### src/hw/rtl/source_address_select_assert.svh
// Assertion macros for the source address selection block.
// Used by source_address_select.sv; expects clk and rst_n in scope.
`ifndef SOURCE_ADDRESS_SELECT_ASSERT_SVH
`define SOURCE_ADDRESS_SELECT_ASSERT_SVH

// Same-cycle implication, disabled during reset.
`define SAS_ASSERT_NOW(lbl, ante, cons) \
    lbl: assert property (@(posedge clk) disable iff (!rst_n) (ante) |-> (cons)) \
        else $error("source address select: check failed");

// Next-cycle implication, disabled during reset.
`define SAS_ASSERT_NEXT(lbl, ante, cons) \
    lbl: assert property (@(posedge clk) disable iff (!rst_n) (ante) |=> (cons)) \
        else $error("source address select: check failed");

`endif

### src/hw/rtl/sas_ram.sv
// Generic single-write, single-read RAM with registered read data.
// No dependencies.
`timescale 1ns / 1ps
`default_nettype none

module sas_ram #(
    parameter int WIDTH = 8,
    parameter int DEPTH = 16,
    localparam int AW = (DEPTH > 1) ? $clog2(DEPTH) : 1
) (
    input  wire logic             clk,
    input  wire logic             we,
    input  wire logic [AW-1:0]    waddr,
    input  wire logic [WIDTH-1:0] wdata,
    input  wire logic [AW-1:0]    raddr,
    output logic      [WIDTH-1:0] rdata
);

    logic [WIDTH-1:0] mem [DEPTH];

    always_ff @(posedge clk)
    begin
        if (we)
        begin
            mem[waddr] <= wdata;
        end
        rdata <= mem[raddr];
    end

endmodule

`default_nettype wire

### config.mk
export PLATFORM = sky130hd
export DESIGN_NAME = sas_ram
export DESIGN_NICKNAME = d
export VERILOG_FILES = /design/src/hw/rtl/source_address_select_assert.svh /design/src/hw/rtl/sas_ram.sv
export SDC_FILE = /design/constraint.sdc
export NUM_CORES = 1
export LEC_CHECK = 0
export BUFFER_PORTS_ARGS = -buffer_cell sky130_fd_sc_hd__buf_2
export CAP_MARGIN = 20
export CORE_ASPECT_RATIO = 0.5
export CORE_MARGIN = 2
export CORE_UTILIZATION = 40
export DETAILED_ROUTE_END_ITERATION = 8
export PLACE_DENSITY = 0.53
export SLEW_MARGIN = 20
export SYNTH_ARGS = -nofsm -noshare
export SYNTH_HDL_FRONTEND = slang
export SYNTH_SLANG_ARGS = --single-unit
### constraint.sdc
create_clock -name clk -period 3.7 [get_ports clk]
set_clock_uncertainty 0.1 [all_clocks]
set_input_delay 0.555 -clock clk [delete_from_list [all_inputs] [get_ports clk]]
set_output_delay 0.555 -clock clk [all_outputs]
set_load 0.03 [all_outputs]
==> metrics.md <==
| Metric | Value |
|---|---|
| Min Tclk post-route | `2.19 ns` |
| Crit path max fanout | `25` |
| Commonest non-fill, non-tap cell in the layout | `edfxtp_1` |
| Min-delay src | `wdata[3]` |
| Leakage power | `2.03 nW` |
| HPWL Detailed | `6.14 mm` |
| Final Hold Vio Count | `0` |
| Sink Count | `136` |
| Crit Path Category | `input pin to register` |
| Critical Path End Type | `register` |
| CTS Buf Count | `17` |
| Via density per instance | `5.12` |
| P per Cell Area | `616 nW/um^2` |
| Max H-tree Level | `4` |
| Worst-path clk slew | `0.05 ns` |
| Register area share after synthesis | `77.8%` |
| Largest net degree at the start of global routing | `33` |
| Synth Area in Compound Gates | `2.33%` |
| Synth-to-layout area growth | `18.4%` |
| Placed insts | `418` |
| Die Y | `84.2 um` |
| Endpoint, Worst Hold | `mem[15][3]` |
| First-iteration detailed-routing DRC count | `236` |
| RSZ-0062 raised after global routing | `false` |
| Logic gate share of total power | `4.6%` |
| Sw Share | `19.9%` |
| Warning count from the yosys run | `0` |
| RePlAce Congestion | `0.722` |
| Total GRT Usage | `16.4%` |
| RR Endpoint | `rdata[2]` |
| F_max | `456 MHz` |
| Fill count | `1047` |
| CTS tree | `built` |
| Flop2flop setup slack | `2.12 ns` |
| Initial Util | `40.8%` |
| Syn nets | `247` |
| Mux cell area share after synthesis | `15.0%` |
| Multi-input gate area | `1060 sq um` |
| #FFs+latches synth | `136` |
| Synth Area in XOR/XNOR | `0%` |
| Latest clock arrival within the worst-skew pair | `0.41 ns` |
| Worst Setup SP | `raddr[0]` |
| Max_slew headroom | `34.0%` |
| Number of global-route vias before repair | `2478` |
| # diodes | `0` |
| P_sw | `0.747 mW` |
| Max Slew Vio Count | `0` |
| Final setup violation count | `0` |
| Total negative slack | `0 ns` |
| Result of the run | `complete, no violations` |
| Clock power frac | `49.2%` |
| Die area | `13800 sq um` |
| Unique masters post-synth | `19` |
| Req. time, crit path | `3.89 ns` |
| Max_cap viols | `0` |
| Root Buffer | `clkbuf_16` |
| Buf/Inv on CP | `2` |
| Post-synthesis cell area | `5150 sq um` |
| Worst r2r src | `mem[9][2]` |
| I/O Buffers | `25` |
| Routed WL per cell | `22.9 um` |
| Std cell rows | `29` |
| Internal | `3.00 mW` |
| Post-Layout Cell Count | `450` |
| Simple-gate share of the synthesized area | `3.18%` |
| CP Launch Type | `input pin` |
| Slew @ Worst Pin | `0.986 ns` |
| Drt total wl | `10.3 mm` |
| Core ar. | `12600 sq um` |
| Vias | `2304` |
| Worst R2R Path Depth | `3` |
| Die width | `164 um` |
| CP max stage delay | `0.65 ns` |
| Detailed Routing Iterations Pass 1 | `5` |
| Largest delay contributor family on the critical path | `buffers and inverters` |
| Post-Synth Adder-Cell Area | `0%` |
| Hold Path Cell Cnt | `1` |
| Reg power frac | `46.2%` |
| Maximum clock insertion buffer count | `2` |
| Fin crit share | `59.3%` |
| Seq. cell area | `4000 sq um` |
| Cts repair resizes | `0` |
| Initial antenna violation count | `0` |
| Mapped Cells | `229` |
| Slowest-stage cell, CP | `buf_2` |
| Mapped Avg Cell Area | `22.5 sq um` |
| Post-CTS setup buffers | `0` |
| Worst path cell trace | `buf_2, buf_4, mux4_1, a22oi_1, nand2_1` |
| GR Overflow Total | `0` |
| First-pass GRT wire length | `15.4 mm` |
| Arrival @ worst endpoint | `2.38 ns` |
| Peak supply drop | `294 uV` |
| Hold Buf Count CTS | `0` |
| Most frequent cells in the layout | `edfxtp_1, buf_2, mux4_2` |
| IO Count | `26` |
| DRC viols | `0` |
| Fin nets | `285` |
| Worst Hold Class | `input pin to register` |
| Routed Antenna Nets | `0` |
| Largest family of logic cells by synthesized area | `multiplexers` |
| Layout cells sized above 1 | `28.9%` |
==> state kept, by name (all words and copies together) (netlist names) <==
register / cells
rdata: 8
mem: 128
==> through the flow <==
step	utilization, %	worst slack [ns]	area (sq um)	total power [mW]	hold WS (ns)
finish	48.3	1.51	6090	3.75	0.440
global route	48.3	1.37	6090	3.87	0.429
CTS	48.3	1.47	6090	3.78	0.432
detailed placement	43.0	1.04	5430	1.94	0.562
global placement	43.0	1.06	5430	1.93	0.550
floorplan	-	1.55	5150	1.87	0.529
==> per-layer routing <==
metal  track usage, %  routed length [um]
met2             25.1                4780
met3             5.53                 522
met5                0                   0
met1             23.2                4910
met4             3.56                  74
==> logic make-up (layout without fill, tap and decap cells) <==
logic type	Yosys count	in the layout
AOI/OAI and AO/OA	16	16
DFF	136	136
muxes	32	32
buffers and inverters	10	61
and+or+nand+nor	35	35
==> power groups by stage <==
stage                     clock (mW)  combinational, mW  sequential [mW]
after floorplan                    0             0.0874             1.78
after global placement             0              0.171             1.76
after detailed placement           0              0.176             1.76
after CTS                       1.87              0.176             1.73
after global routing            1.95              0.188             1.74
final                           1.85              0.173             1.73
==> worst max path at each step <==
stage,cells past startpoint,end
floorplan,2,mem[0][0]
global placement,5,rdata[3]
detailed placement,5,rdata[1]
CTS,5,rdata[1]
global route,4,rdata[2]
finish,5,rdata[1]
==> area by class of cell <==
class / instances / share of cell area [%]
clock inverters: 14 / 3.63
flip-flops and latches: 136 / 65.7
well taps: 170 / 3.49
multi-input cells: 83 / 17.4
repair buffers: 29 / 2.55
clock buffers: 18 / 7.21
==> cells in the mapped netlist, drive strengths merged <==
master,number,area (sq um)
and2,1,6.26
nand2b,2,12.5
nand3,1,5.00
nand3b,2,15.0
buf,7,56.3
and2b,1,7.51
clkdlybuf4s25,3,30.0
dfxtp,8,160
nor2,13,48.8
or3b,1,8.76
mux4,32,773
nand2,9,33.8
edfxtp,128,3840
nor3,4,20.0
a22oi,16,120
nor2b,1,6.26
No activity file was read; power rests on OpenSTA's default activity.
