==> src/hw/rtl/source_address_select_assert.svh <==
// Assertion macros for the source address selection block.
// Used by source_address_select.sv; expects clk and rst_n in scope.
`ifndef SOURCE_ADDRESS_SELECT_ASSERT_SVH
`define SOURCE_ADDRESS_SELECT_ASSERT_SVH

// Same-cycle implication, disabled during reset.
`define SAS_ASSERT_NOW(lbl, ante, cons) \
    lbl: assert property (@(posedge clk) disable iff (!rst_n) (ante) |-> (cons)) \
        else $error("source address select: check failed");

// Next-cycle implication, disabled during reset.
`define SAS_ASSERT_NEXT(lbl, ante, cons) \
    lbl: assert property (@(posedge clk) disable iff (!rst_n) (ante) |=> (cons)) \
        else $error("source address select: check failed");

`endif

==> src/hw/rtl/sas_pkg.sv <==
// Types and constants for the source address selection block.
// No dependencies; used by sas_prefix_cmp and source_address_select.
`timescale 1ns / 1ps
`default_nettype none

package sas_pkg;

    localparam int ADDR_W = 128;

    localparam logic [1:0] OP_WRITE_SLOT = 2'd0;
    localparam logic [1:0] OP_WRITE_LL   = 2'd1;
    localparam logic [1:0] OP_QUERY      = 2'd2;

    // fe80::/10 and ff02::/32 prefixes, compared against the upper half
    localparam logic [9:0]  LL_UNICAST_PREFIX   = 10'h3fa;
    localparam logic [31:0] LL_MULTICAST_PREFIX = 32'hff020000;

    typedef struct packed {
        logic [1:0]  op;
        logic [5:0]  slot;
        logic [3:0]  iface;
        logic        is_v6;
        logic        entry_valid;
        logic        stale;
        logic [63:0] addr_hi;
        logic [63:0] addr_lo;
    } item_t;

    typedef struct packed {
        logic        found;
        logic [63:0] src_hi;
        logic [63:0] src_lo;
    } result_t;

    // One table word as stored in the entry RAM
    typedef struct packed {
        logic        is_v6;
        logic        stale;
        logic        valid;
        logic [3:0]  iface;
        logic [63:0] addr_hi;
        logic [63:0] addr_lo;
    } entry_t;

    typedef enum logic [2:0] {
        S_CLEAR,
        S_IDLE,
        S_LL_RD,
        S_LL_OUT,
        S_WALK,
        S_DRAIN,
        S_FINISH
    } state_t;

endpackage

`default_nettype wire

==> src/hw/rtl/sas_prefix_cmp.sv <==
// Shared prefix-length comparator for the table walk.
// Depends on sas_pkg for the address width.
`timescale 1ns / 1ps
`default_nettype none

module sas_prefix_cmp (
    input  wire logic [sas_pkg::ADDR_W-1:0] a,
    input  wire logic [sas_pkg::ADDR_W-1:0] b,
    output logic                            a_longer
);

    // a and b are XORs against the destination. a has more leading zeros than b
    // exactly when b's top set bit lies above every bit of a, i.e. a < (b & ~a).
    assign a_longer = a < (b & ~a);

endmodule

`default_nettype wire

==> config.mk <==
export PLATFORM = sky130hd
export DESIGN_NAME = sas_prefix_cmp
export DESIGN_NICKNAME = d
export VERILOG_FILES = /design/src/hw/rtl/source_address_select_assert.svh /design/src/hw/rtl/sas_pkg.sv /design/src/hw/rtl/sas_prefix_cmp.sv
export SDC_FILE = /design/constraint.sdc
export NUM_CORES = 1
export LEC_CHECK = 0
export BUFFER_PORTS_ARGS = -buffer_cell sky130_fd_sc_hd__buf_2
export CAP_MARGIN = 20
export CORE_AREA = 2 2 98 100
export DETAILED_ROUTE_END_ITERATION = 16
export DIE_AREA = 0 0 100 102
export MAX_ROUTING_LAYER = met4
export PLACE_DENSITY_LB_ADDON = 0.08
export SLEW_MARGIN = 10
export SYNTH_ARGS = -nofsm -noshare
export SYNTH_HDL_FRONTEND = slang
export SYNTH_SLANG_ARGS = --single-unit
==> constraint.sdc <==
create_clock -name vclk -period 4.7
set_clock_uncertainty 0.1 [all_clocks]
set_input_delay 0.47 -clock vclk [all_inputs]
set_output_delay 0.47 -clock vclk [all_outputs]
set_load 0.01 [all_outputs]
==> results by stage, run 1 <==
Status:
- The run finished with clean final reports.

Placed design:
- The total of buffers placed on input and output ports is 257.
- The total half-perimeter wirelength after legalization and detailed placement is 8300 microns.
- The final weighted congestion of routability-driven global placement is 0.844.

Logic synthesis:
- The synthesized netlist cell count is 290.
- For this run, the number of Yosys warnings is 0.
- Summing the areas of all fa, ha and maj instances in the mapped netlist gives 0% of the synthesized area.
- After synthesis, the mean cell area works out to 5.50 sq um.
- The multiplexer share of the synthesized area is 0%.
- The post-synthesis cell type with the largest combined area is sky130_fd_sc_hd__nor4_1.
- The synthesized netlist devotes 34.3% of its cell area to compound gates.
- The dominant combinational cell family by area after synthesis is simple AND/OR/NAND/NOR gates.
- The distinct cell type count after synthesis is 30.
- The number of nets handed over by synthesis was 546.
- The synthesized design devotes to its leading area cell type 22.7% of total area.
- Sorting the synthesized cells by area gives the leading types as sky130_fd_sc_hd__nor4_1, sky130_fd_sc_hd__a21oi_1, sky130_fd_sc_hd__inv_1.
- Summing the sequential cell areas from Yosys gives 0% of the chip area.
- The netlist area before placement is 1600 sq um.
- The xor and xnor fraction of the mapped netlist area is 0%.
- The area share of and/or/nand/nor cells after synthesis is 56.3%.

Die:
- The die covers 10200 sq um.
- The die width is 100 microns.
- The core area is 9110 sq um.
- The initial standard-cell utilization of the core is 17.5%.
- The die height is 102 microns.
- During I/O placement, the number of pins put on the boundary was 257.
- The number of placement rows is 35.

Routing:
- The amount of wire on met2 after detailed routing is 4640 microns.
- For this block, the routed nets add up to 8660 microns of wire.
- In the detailed route, the total length drawn on met3 is 654 microns.
- The violation count after the first detailed-route iteration is 21.
- In this run the remaining antenna-violating nets after routing total 0.
- After detailed routing, the number of vias per cell comes to 4.84.
- For this block, wires on met1 add up to 3270 microns.
- The vias after detailed routing is 3187.
- After detailed routing, the number of remaining DRC violations is 0.
- The number of iterations in the first detailed-routing pass is 4.
- Dividing the detail-routed wire length by the instance count gives 13.2 microns.
- The uppermost layer routed is met4.

Timing:
- The transition time of the tightest slew-check pin is 432 ps.
- The count of endpoints failing hold in the final timing report is 0.
- The final sum of negative setup slack is 0 ps.
- Setup violations remaining at the end of the flow were counted as 0.
- The minimum clock period after layout is 3400 ps.
- Setup repair after global routing left no endpoint under its margin.
- The number of pins with negative max-slew slack in the final report is 0.
- Measured against its own limit, the worst slew margin works out to 71.2%.
- Timing would allow up to 0.294 GHz.
- The worst path uses 72.3% of the clock period.

Power:
- The power per cell area is 63.8 nW/um^2.
- In this run the power spent charging and discharging nets is 85.7 uW.
- Summed over all cells, the static leakage comes to 1.56 nW.
- Across the VDD grid, the largest voltage drop is 0.0000207 V.
- The combinational power share is 100.0%.
- Internal power comes to 107 uW.
- The switching fraction of total power is 44.5%.
- Per report_power, the sequential group accounts for 0% of the total.
- The proportion of power drawn by the clock network is 0%.

Worst setup path:
- The arrival time of the worst setup path is 2830 ps.
- The largest fanout on the critical path is 3.
- The type of destination of the critical path is a primary output.
- The worst path required time is 4130 ps.
- The critical path is of the input port to primary output type.
- The critical path startpoint category is an input port.

Global route:
- In the global route stage, overall resource usage came out at 15.4%.
- Entering global routing, the biggest net connects 4 pins.
- The number of global-route vias before repair was 3023.
- The initial antenna violation count was 0.
- After global routing the overflow that remains totals 0.
- The first global-routing pass estimated 12800 microns of wire.

Final layout:
- The total area of sequential cells is 0 sq um.
- The number of nets in the finished design is 805.
- The fraction of final layout cells with drive strength greater than 1 is 47.9%.
- The area growth from synthesis to layout is 89.3%.
- In the finished layout, the clock tree contains a buffer count of 0.
- There are 0 flip-flops and latches.
- The antenna diode count is 0.
- Cells fill 33.2% of the core in the end.

Clocking:
- The quantity of hold-fixing buffers added after cts is 0.
- Post-CTS timing repair inserted 0 buffers for setup.
- Post-CTS repair changed the size of 0 cells.

Run:
- Max-cap violations in this run came to 0.

Worst hold path:
- The worst hold path class is input port to primary output.
-- path summary, 6_finish.rpt --
check	to	cells after the start	startpoint	slack (ps)
setup / recovery	a_longer	8	b[95]	1300
hold / removal	a_longer	6	a[95]	1380
-- cells in the mapped netlist (3+ instances only) --
cell	n
sky130_fd_sc_hd__o31ai_1	9
sky130_fd_sc_hd__a21oi_1	42
sky130_fd_sc_hd__o21ai_0	13
sky130_fd_sc_hd__inv_1	40
sky130_fd_sc_hd__nand2_1	16
sky130_fd_sc_hd__nand3_1	3
sky130_fd_sc_hd__nor4_1	58
sky130_fd_sc_hd__nand4_1	8
sky130_fd_sc_hd__nor2_1	40
sky130_fd_sc_hd__o21bai_1	4
sky130_fd_sc_hd__a221oi_1	7
sky130_fd_sc_hd__or4_1	4
sky130_fd_sc_hd__nor3_1	9
sky130_fd_sc_hd__nand2b_1	3
sky130_fd_sc_hd__nor2b_1	15
-- area by class of cell --
type,instances,area [sq um]
fill,1044,6090
inverter,40,150
multi-input combinational,250,1450
tap,111,139
timing repair buffer,257,1290
-- placed cells by master, fill, tap and decap left out --
master                      netlist  layout
sky130_fd_sc_hd__o2111ai_1        1       1
sky130_fd_sc_hd__inv_1           40      40
sky130_fd_sc_hd__o21ai_1          1       1
sky130_fd_sc_hd__o21bai_1         4       4
sky130_fd_sc_hd__nor3_1           9       9
sky130_fd_sc_hd__nor4_4           1       1
sky130_fd_sc_hd__o21ai_0         13      13
sky130_fd_sc_hd__nand2b_1         3       3
sky130_fd_sc_hd__nor2_1          40      40
sky130_fd_sc_hd__o31a_1           2       2
sky130_fd_sc_hd__o21bai_2         1       1
sky130_fd_sc_hd__nand4b_1         1       1
sky130_fd_sc_hd__nor4_1          58      58
sky130_fd_sc_hd__nand3_1          3       3
sky130_fd_sc_hd__a21oi_1         42      42
sky130_fd_sc_hd__or4_4            2       2
sky130_fd_sc_hd__a2111oi_0        1       1
sky130_fd_sc_hd__and4b_1          2       2
sky130_fd_sc_hd__or4_1            4       4
sky130_fd_sc_hd__o211ai_1         1       1
sky130_fd_sc_hd__o21ba_2          1       1
sky130_fd_sc_hd__buf_2            0     257
sky130_fd_sc_hd__a221oi_1         7       7
sky130_fd_sc_hd__o31ai_1          9       9
sky130_fd_sc_hd__nand4_1          8       8
sky130_fd_sc_hd__a31oi_1          1       1
sky130_fd_sc_hd__nand2_1         16      16
sky130_fd_sc_hd__a311oi_1         2       2
sky130_fd_sc_hd__o311ai_0         1       1
sky130_fd_sc_hd__o2111a_1         1       1
sky130_fd_sc_hd__nor2b_1         15      15
-- per-layer routing --
metal	vias up	global-route usage, %
met5	-	-
li1	1656	-
met1	1376	16.6
met3	8	1.16
met4	0	1.58
met2	147	31.4
-- power by group through the flow --
stage / clock, mW / combinational [mW] / sequential, mW
3_5_place_dp: 0 / 0.193 / 0
6_report: 0 / 0.193 / 0
5_1_grt: 0 / 0.216 / 0
4_1_cts: 0 / 0.194 / 0
3_3_place_gp: 0 / 0.191 / 0
2_1_floorplan: 0 / 0.0532 / 0
-- cell families after synthesis --
group,count (synthesis)
buffers and inverters,40
AND/OR/NAND/NOR,162
AO/OA/AOI/OAI,88
-- critical path, cell delays in order --
cell	delay [ps]
sky130_fd_sc_hd__buf_2	100
sky130_fd_sc_hd__or4_4	530
sky130_fd_sc_hd__or4_4	550
sky130_fd_sc_hd__or4_1	540
sky130_fd_sc_hd__a311oi_1	260
sky130_fd_sc_hd__o21ai_1	110
sky130_fd_sc_hd__o2111a_1	130
sky130_fd_sc_hd__buf_2	140
-- through the flow --
stage	total power [mW]	hold slack, ps	std cells	setup slack [ps]	area [sq um]
after global placement	0.191	1360	658	1380	3020
after detailed placement	0.193	1380	658	1290	3020
after global routing	0.216	1430	658	1140	3020
after floorplan	0.0532	1120	290	1650	1600
final	0.193	1380	658	1300	3020
after CTS	0.194	1380	658	1280	3020
Note: power is estimated with default switching activity, not from simulation.
==> inputs of run 2 (changes only) <==
- ABC_AREA: default -> 1
- CORE_AREA: 2 2 98 100 -> 2 2 101 103
- DIE_AREA: 0 0 100 102 -> 0 0 103 105
- clock period: 4.7 -> 3.4 ns (I/O delays scaled with it)
==> results by stage, run 2 <==
Logic synthesis:
- The netlist area before placement came to 1780 sq um (+12%).
- The distinct cell type count after synthesis was 18 (-40%).
- The post-synthesis cell type with the largest combined area is sky130_fd_sc_hd__nor2_1.
- The mean instance size in the synthesized netlist is 4.31 sq um (-22%).
- The net count after synthesis is 670 (+23%).
- The portion of the post-synthesis area used by sequential elements is 0% (unchanged).
- The synthesized netlist cell count is 414 (+43%).
- By count the netlist is led by sky130_fd_sc_hd__nor2_1, sky130_fd_sc_hd__nand2_1, sky130_fd_sc_hd__a21oi_1, sky130_fd_sc_hd__inv_1, sky130_fd_sc_hd__o21ai_0.
- The most frequent cell after synthesis is sky130_fd_sc_hd__nor2_1.
- By area the synthesized netlist is led by sky130_fd_sc_hd__nor2_1, sky130_fd_sc_hd__nand2_1, sky130_fd_sc_hd__a21oi_1.
- The area share of the largest cell type after synthesis is 29.0% (+6.3 points).
- The number of warning messages in the yosys log is 0 (unchanged).

Global route:
- The global-route total usage across every layer was 14.5% (-0.88 points).
- The remaining global-route overflow is 0 (unchanged).
- The first-pass GRT wire length came to 13000 microns (+1.7%).
- The initial antenna violation count is 0 (unchanged).
- The number of global-route vias before repair is 3251 (+7.5%).
- The maximum number of pins on one net before global-route repair is 4 (unchanged).

Placed design:
- The final weighted congestion of routability-driven global placement is 0.844 (about the same).
- The placement-stage cell area is 3240 sq um (+7.2%).
- The total half-perimeter wirelength after legalization and detailed placement is 7880 microns (-5.0%).
- The total of buffers placed on input and output ports is 257 (unchanged).

Timing:
- The routed design could run at a clock period as short as 2000 ps.
- Derived from the worst setup path, the maximum achievable clock frequency is 0.501 GHz.
- The count of endpoints failing hold in the final timing report was 0 (unchanged).
- The setup-violating endpoint count in the final report is 0 (unchanged).
- Setup repair after global routing left no endpoint under its margin.
- The worst-case headroom to the max-slew limit is 77.5% (+6.3 points).
- The number of pins with negative max-slew slack in the final report is 0 (unchanged).
- The final sum of negative setup slack is 0 ps (unchanged).
- The transition time of the tightest slew-check pin is 335 ps (-97.4 ps).
- The final period utilization is 58.7%.

Worst setup path:
- The arrival time of the worst setup path was 1560 ps (-1270 ps).
- Walking the worst path, the cells encountered are buf_2, nor3_1, nand4_1, nor2_1, nand4_1, inv_1, nand2_1, nand2_1, a21oi_1, buf_2.
- The critical path startpoint category is an input port.
- The worst path buffer plus inverter count was 3 (+1).
- The type of destination of the critical path is a primary output.
- The worst path required time was 2960 ps (-1170 ps).
- On the critical path the largest part of the delay comes from simple AND/OR/NAND/NOR gates.
- The critical path is of the input port to primary output type.
- The largest stage delay on the critical path is 270 ps (-280 ps).
- The largest fanout on the critical path is 2 (-1).
- The library cell contributing the largest single delay on the critical path is sky130_fd_sc_hd__nor3_1.

Die:
- The die width is 103 microns (+3.0%).
- The number of placement rows is 36 (+2.9%).
- The core area is 9640 sq um (+5.8%).
- The area of the die was 10800 sq um (+6.0%).
- The die height is 105 microns (+2.9%).
- The I/O pin count came to 257 (unchanged).
- The initial standard-cell utilization of the core is 18.5% (+1.0 points).

Status:
- The flow ran to the end, and the final reports show no timing, DRC or antenna violations.

Worst hold path:
- The hold path startpoint is a[95].
- For hold timing, the worst endpoint is a_longer.
- The worst hold path class is input port to primary output.
- The worst hold path cell count was 9 (+3).

Routing:
- The DRC violation count after routing is 0 (unchanged).
- The count of nets left with antenna violations after detail routing was 0 (unchanged).
- The vias after detailed routing came to 3381 (+6.1%).
- The number of iterations in the first detailed-routing pass was 4 (unchanged).
- The number of vias per cell is 4.21 (-13%).
- The average detailed-routed wire length per instance is 10.3 microns (-21%).
- The total wirelength of the detailed-routed design is 8320 microns (-4.0%).
- The violation count after the first detailed-route iteration was 64 (+200%).

Clocking:
- The number of gates resized after cts is 0 (unchanged).
- The quantity of hold-fixing buffers added after cts is 0 (unchanged).
- The post-CTS setup buffer count is 0 (unchanged).

Final layout:
- The fraction of final layout cells with drive strength greater than 1 is 39.3% (-8.6 points).
- The sequential cell count of the final layout came to 0 (unchanged).
- The area added between synthesis and finish is 81.4%.
- The final design instance area without fill is 3240 sq um (+7.2%).
- The count of clock-net buffers in the final layout is 0 (unchanged).
- Leaving out fill and tap cells, the most frequent cells in the layout are sky130_fd_sc_hd__buf_2, sky130_fd_sc_hd__nor2_1, sky130_fd_sc_hd__nand2_1, sky130_fd_sc_hd__a21oi_1, sky130_fd_sc_hd__inv_1.
- The antenna diode count is 0 (unchanged).
- Leaving out fill and tap cells, the most frequent cell in the layout is sky130_fd_sc_hd__buf_2.
- The total area of sequential cells came to 0 sq um (unchanged).
- The number of nets in the finished design is 929 (+15%).

Power:
- The maximum VDD drop came to 0.0000258 V (+24%).
- The power per cell area is 86.7 nW/um^2 (+36%).
- The static power due to leakage was 1.82 nW (+17%).

Run:
- The count of maximum capacitance violations is 0 (unchanged).
[run 2: changes by cell type after synthesis, moves of 5 or more]
| cell | delta |
|---|---|
| sky130_fd_sc_hd__nor2_2 | +5 |
| sky130_fd_sc_hd__nor2b_1 | -15 |
| sky130_fd_sc_hd__nand2_1 | +88 |
| sky130_fd_sc_hd__a221oi_1 | -7 |
| sky130_fd_sc_hd__a21oi_1 | +17 |
| sky130_fd_sc_hd__o31ai_1 | -9 |
| sky130_fd_sc_hd__o21bai_1 | +5 |
| sky130_fd_sc_hd__nand4_1 | -5 |
| sky130_fd_sc_hd__nor2_1 | +98 |
| sky130_fd_sc_hd__o21ai_0 | +5 |
| sky130_fd_sc_hd__nor4_1 | -52 |
[run 2: metrics by stage]
step | total power, mW | setup slack (ps) | std cells | hold WS (ps) | utilization [%]
2_1_floorplan | 0.0974 | 1810 | 414 | 869 | -
3_3_place_gp | 0.278 | 1420 | 804 | 1170 | 33.6
3_5_place_dp | 0.282 | 1410 | 804 | 1160 | 33.6
4_1_cts | 0.284 | 1410 | 804 | 1160 | 33.6
5_1_grt | 0.322 | 1160 | 804 | 1240 | 33.6
6_report | 0.281 | 1400 | 804 | 1160 | 33.6
[run 2: cell type report]
| type | count | area [sq um] |
|---|---|---|
| fillers | 1157 | 6400 |
| inverters | 41 | 154 |
| multi-input cells | 373 | 1630 |
| well taps | 133 | 166 |
| repair buffers | 257 | 1290 |
[run 2: worst max path at each step]
stage / slack (ps) / startpoint / end / cells after the start
finish: 1400 / a[119] / a_longer / 10
detailed placement: 1410 / a[125] / a_longer / 12
global route: 1160 / a[119] / a_longer / 10
global placement: 1420 / a[125] / a_longer / 12
CTS: 1410 / a[125] / a_longer / 12
floorplan: 1810 / a[93] / a_longer / 10
[run 2: logic make-up (layout without fill, tap and decap cells)]
group	Yosys count	in the layout	share of synthesized area, %
AND/OR/NAND/NOR	284	284	64.9
AO/OA/AOI/OAI	89	89	26.5
buffers and inverters	41	298	8.63
[run 2: tightest hold or removal path, cell delays in order]
cell and delay, ps:
sky130_fd_sc_hd__buf_2 90, sky130_fd_sc_hd__nor3_1 50, sky130_fd_sc_hd__nand2_1 60, sky130_fd_sc_hd__a21oi_1 40
sky130_fd_sc_hd__nand2_1 70, sky130_fd_sc_hd__nand2_1 50, sky130_fd_sc_hd__nand2_1 50, sky130_fd_sc_hd__a21oi_1 30
sky130_fd_sc_hd__buf_2 140
[run 2: layer usage]
| layer | share of wire (%) | global-route usage [%] |
|---|---|---|
| met3 | 8.8 | 1.61 |
| met5 | 0 | - |
| met4 | 1.2 | 1.50 |
| met2 | 53 | 29.7 |
| met1 | 37 | 14.6 |
[run 2: report_power, final]
group          switching [mW]  total (mW)  internal, mW  leakage (nW)
Clock                       0           0             0             0
Combinational           0.127       0.281         0.154          1.82
Sequential                  0           0             0             0
Total                   0.127       0.281         0.154          1.82
==> inputs of run 3 (changes only) <==
- ABC_AREA: 1 -> 0
- CORE_AREA: 2 2 101 103 -> 2 2 99 101
- DIE_AREA: 0 0 103 105 -> 0 0 101 103
- clock period: 3.4 -> 2 ns (I/O delays scaled with it)
==> results by stage, run 3 (synthesis gave the netlist of run 1 again) <==
Worst setup path:
- The critical path startpoint category is an input port.
- The worst path required time is 1700 ps (-1260 ps).
- The most numerous cell on the critical path is sky130_fd_sc_hd__or4_4.
- The arrival time of the worst setup path was 2430 ps (+870 ps).
- The largest fanout on the critical path was 2 (unchanged).
- Walking the worst path, the cells encountered are buf_2, nor4_2, nand4_1, or4_4, or4_4, a311oi_2, o21ai_1, o2111a_1, buf_6.
- The largest stage delay on the critical path is 560 ps (+290 ps).
- The critical path is of the input port to primary output type.
- For this design, the slowest cell found on the critical path is sky130_fd_sc_hd__or4_4.
- STA classifies the critical path endpoint as a primary output.

Final layout:
- The number of nets in the finished design is 856 (-7.9%).
- The total area of sequential cells is 0 sq um (unchanged).
- The final design instance area without fill is 3480 sq um (+7.7%).
- The library cells used most frequently in the layout, excluding fill and tap cells, are sky130_fd_sc_hd__buf_2, sky130_fd_sc_hd__nor4_1, sky130_fd_sc_hd__buf_4, sky130_fd_sc_hd__a21oi_1.
- The count of clock-net buffers in the final layout is 0 (unchanged).
- Relative to the synthesized area, the layout overhead comes to 118%.
- The most common library cell in the layout ignoring fill and taps is sky130_fd_sc_hd__buf_2.
- The antenna diode count was 0 (unchanged).
- The final instance count without filler cells is 712 (-11%).
- The fraction of final layout cells with drive strength greater than 1 came to 53.5% (+14 points).
- The sequential cell count of the final layout is 0 (unchanged).

Placed design:
- The placement-stage cell area is 3420 sq um (+5.6%).
- The instance count after placement with tap cells included is 712 (-11%).
- The total half-perimeter wirelength after legalization and detailed placement is 8480 microns (+7.5%).
- The final weighted congestion of routability-driven global placement came to 0.844 (about the same).
- The total of buffers placed on input and output ports is 257 (unchanged).
- The worst slack after detailed placement came to -849 ps (-2260 ps).

Die:
- The core area is 9460 sq um (-1.9%).
- The area of the die came to 10400 sq um (-3.8%).
- The I/O pin count was 257 (unchanged).
- The number of placement rows came to 36 (unchanged).
- The initial standard-cell utilization of the core is 16.9% (-1.6 points).
- The die width is 101 microns (-1.9%).
- The die height is 103 microns (-1.9%).

Power:
- The total power is 525 uW (+87%).
- The power per cell area is 151 nW/um^2 (+74%).
- The maximum VDD drop came to 0.0000552 V (+110%).
- The static power due to leakage is 1.83 nW (+0.15%).

Routing:
- The count of nets left with antenna violations after detail routing is 0 (unchanged).
- The vias after detailed routing is 3349 (-0.95%).
- The number of vias per cell is 4.70 (+12%).
- The total wirelength of the detailed-routed design came to 8910 microns (+7.1%).
- The number of iterations in the first detailed-routing pass is 4 (unchanged).
- The DRC violation count after routing is 0 (unchanged).
- The average detailed-routed wire length per instance is 12.5 microns (+21%).
- The violation count after the first detailed-route iteration is 50 (-22%).

Timing:
- The count of endpoints failing hold in the final timing report is 0 (unchanged).
- The peak clock frequency supported by timing is 0.366 GHz.
- Setup repair after global routing could not meet its margin everywhere.
- The final worst setup slack is -734 ps (-2140 ps).
- The number of pins with negative max-slew slack in the final report was 0 (unchanged).
- The transition time of the tightest slew-check pin is 468 ps (+133 ps).
- The setup-violating endpoint count in the final report is 1 (+1).
- The worst-case headroom to the max-slew limit was 68.5% (-9.0 points).
- The worst path uses 137% of the clock period.
- The minimum clock period after layout is 2730 ps.

Global route:
- The first-pass GRT wire length is 12800 microns (-1.4%).
- The number of global-route vias before repair is 3021 (-7.1%).
- The initial antenna violation count is 0 (unchanged).
- The maximum number of pins on one net before global-route repair came to 4 (unchanged).
- The remaining global-route overflow was 0 (unchanged).
- The global-route total usage across every layer is 15.1% (+0.65 points).

Status:
- The flow ran to the end, but the final reports show violations.
- The final reports fail on negative setup slack.

Run:
- The count of maximum capacitance violations is 0 (unchanged).

Worst hold path:
- The tightest min-delay check is of the input port to primary output type.
[run 3: changes by cell type in the layout (fill, tap and decap cells not counted), sizes merged, moves of 6 or more]
cell	change
a21oi	-17
a221oi	+7
buf	+51
nand2	-88
nor2	-103
nor2b	+15
nor3	-6
nor4	+53
o31ai	+9
or4	+6
[run 3: what timing repair did]
| item | 4_1_cts | 5_1_grt |
|---|---|---|
| setup buffers | 0 | 0 |
| pin swaps | 2 | 2 |
| resized for setup | 6 | 5 |
| hold buffers | 0 | 0 |
| setup endpoints to repair | 1 | 1 |
[run 3: through the flow]
| stage | utilization (%) | setup TNS [ps] | hold slack, ps |
|---|---|---|---|
| 2_1_floorplan | - | -385 | 565 |
| 3_3_place_gp | 36.2 | -751 | 876 |
| 3_5_place_dp | 36.2 | -849 | 899 |
| 4_1_cts | 36.6 | -723 | 898 |
| 5_1_grt | 36.8 | -816 | 941 |
| 6_report | 36.8 | -734 | 895 |
[run 3: path summary, 6_finish.rpt]
check	start	end	cells after the start
max	a[82]	a_longer	9
min	a[111]	a_longer	7
[run 3: final cells by class]
cell class	instances	area, sq um
Fill cell	1056	5970
Timing Repair Buffer	308	1690
Multi-Input combinational cell	250	1500
Inverter	40	150
Tap cell	114	143
[run 3: layer usage]
layer	global-route usage, %	up-vias	wire (microns)
met2	30.6	165	4680
li1	-	1746	-
met5	-	-	0
met3	1.22	4	738
met4	0.728	0	46
met1	16.8	1434	3440
[run 3: critical path: cells and delay by family]
kind | cells | cell delay [ps]
AOI/OAI and AO/OA | 3 | 490
buffers and inverters | 2 | 230
and+or+nand+nor | 4 | 1500
[run 3: report_power, final]
group	switching [mW]	internal, mW	leakage [nW]
logic	0.221	0.304	1.83
clock network	0	0	0
registers	0	0	0
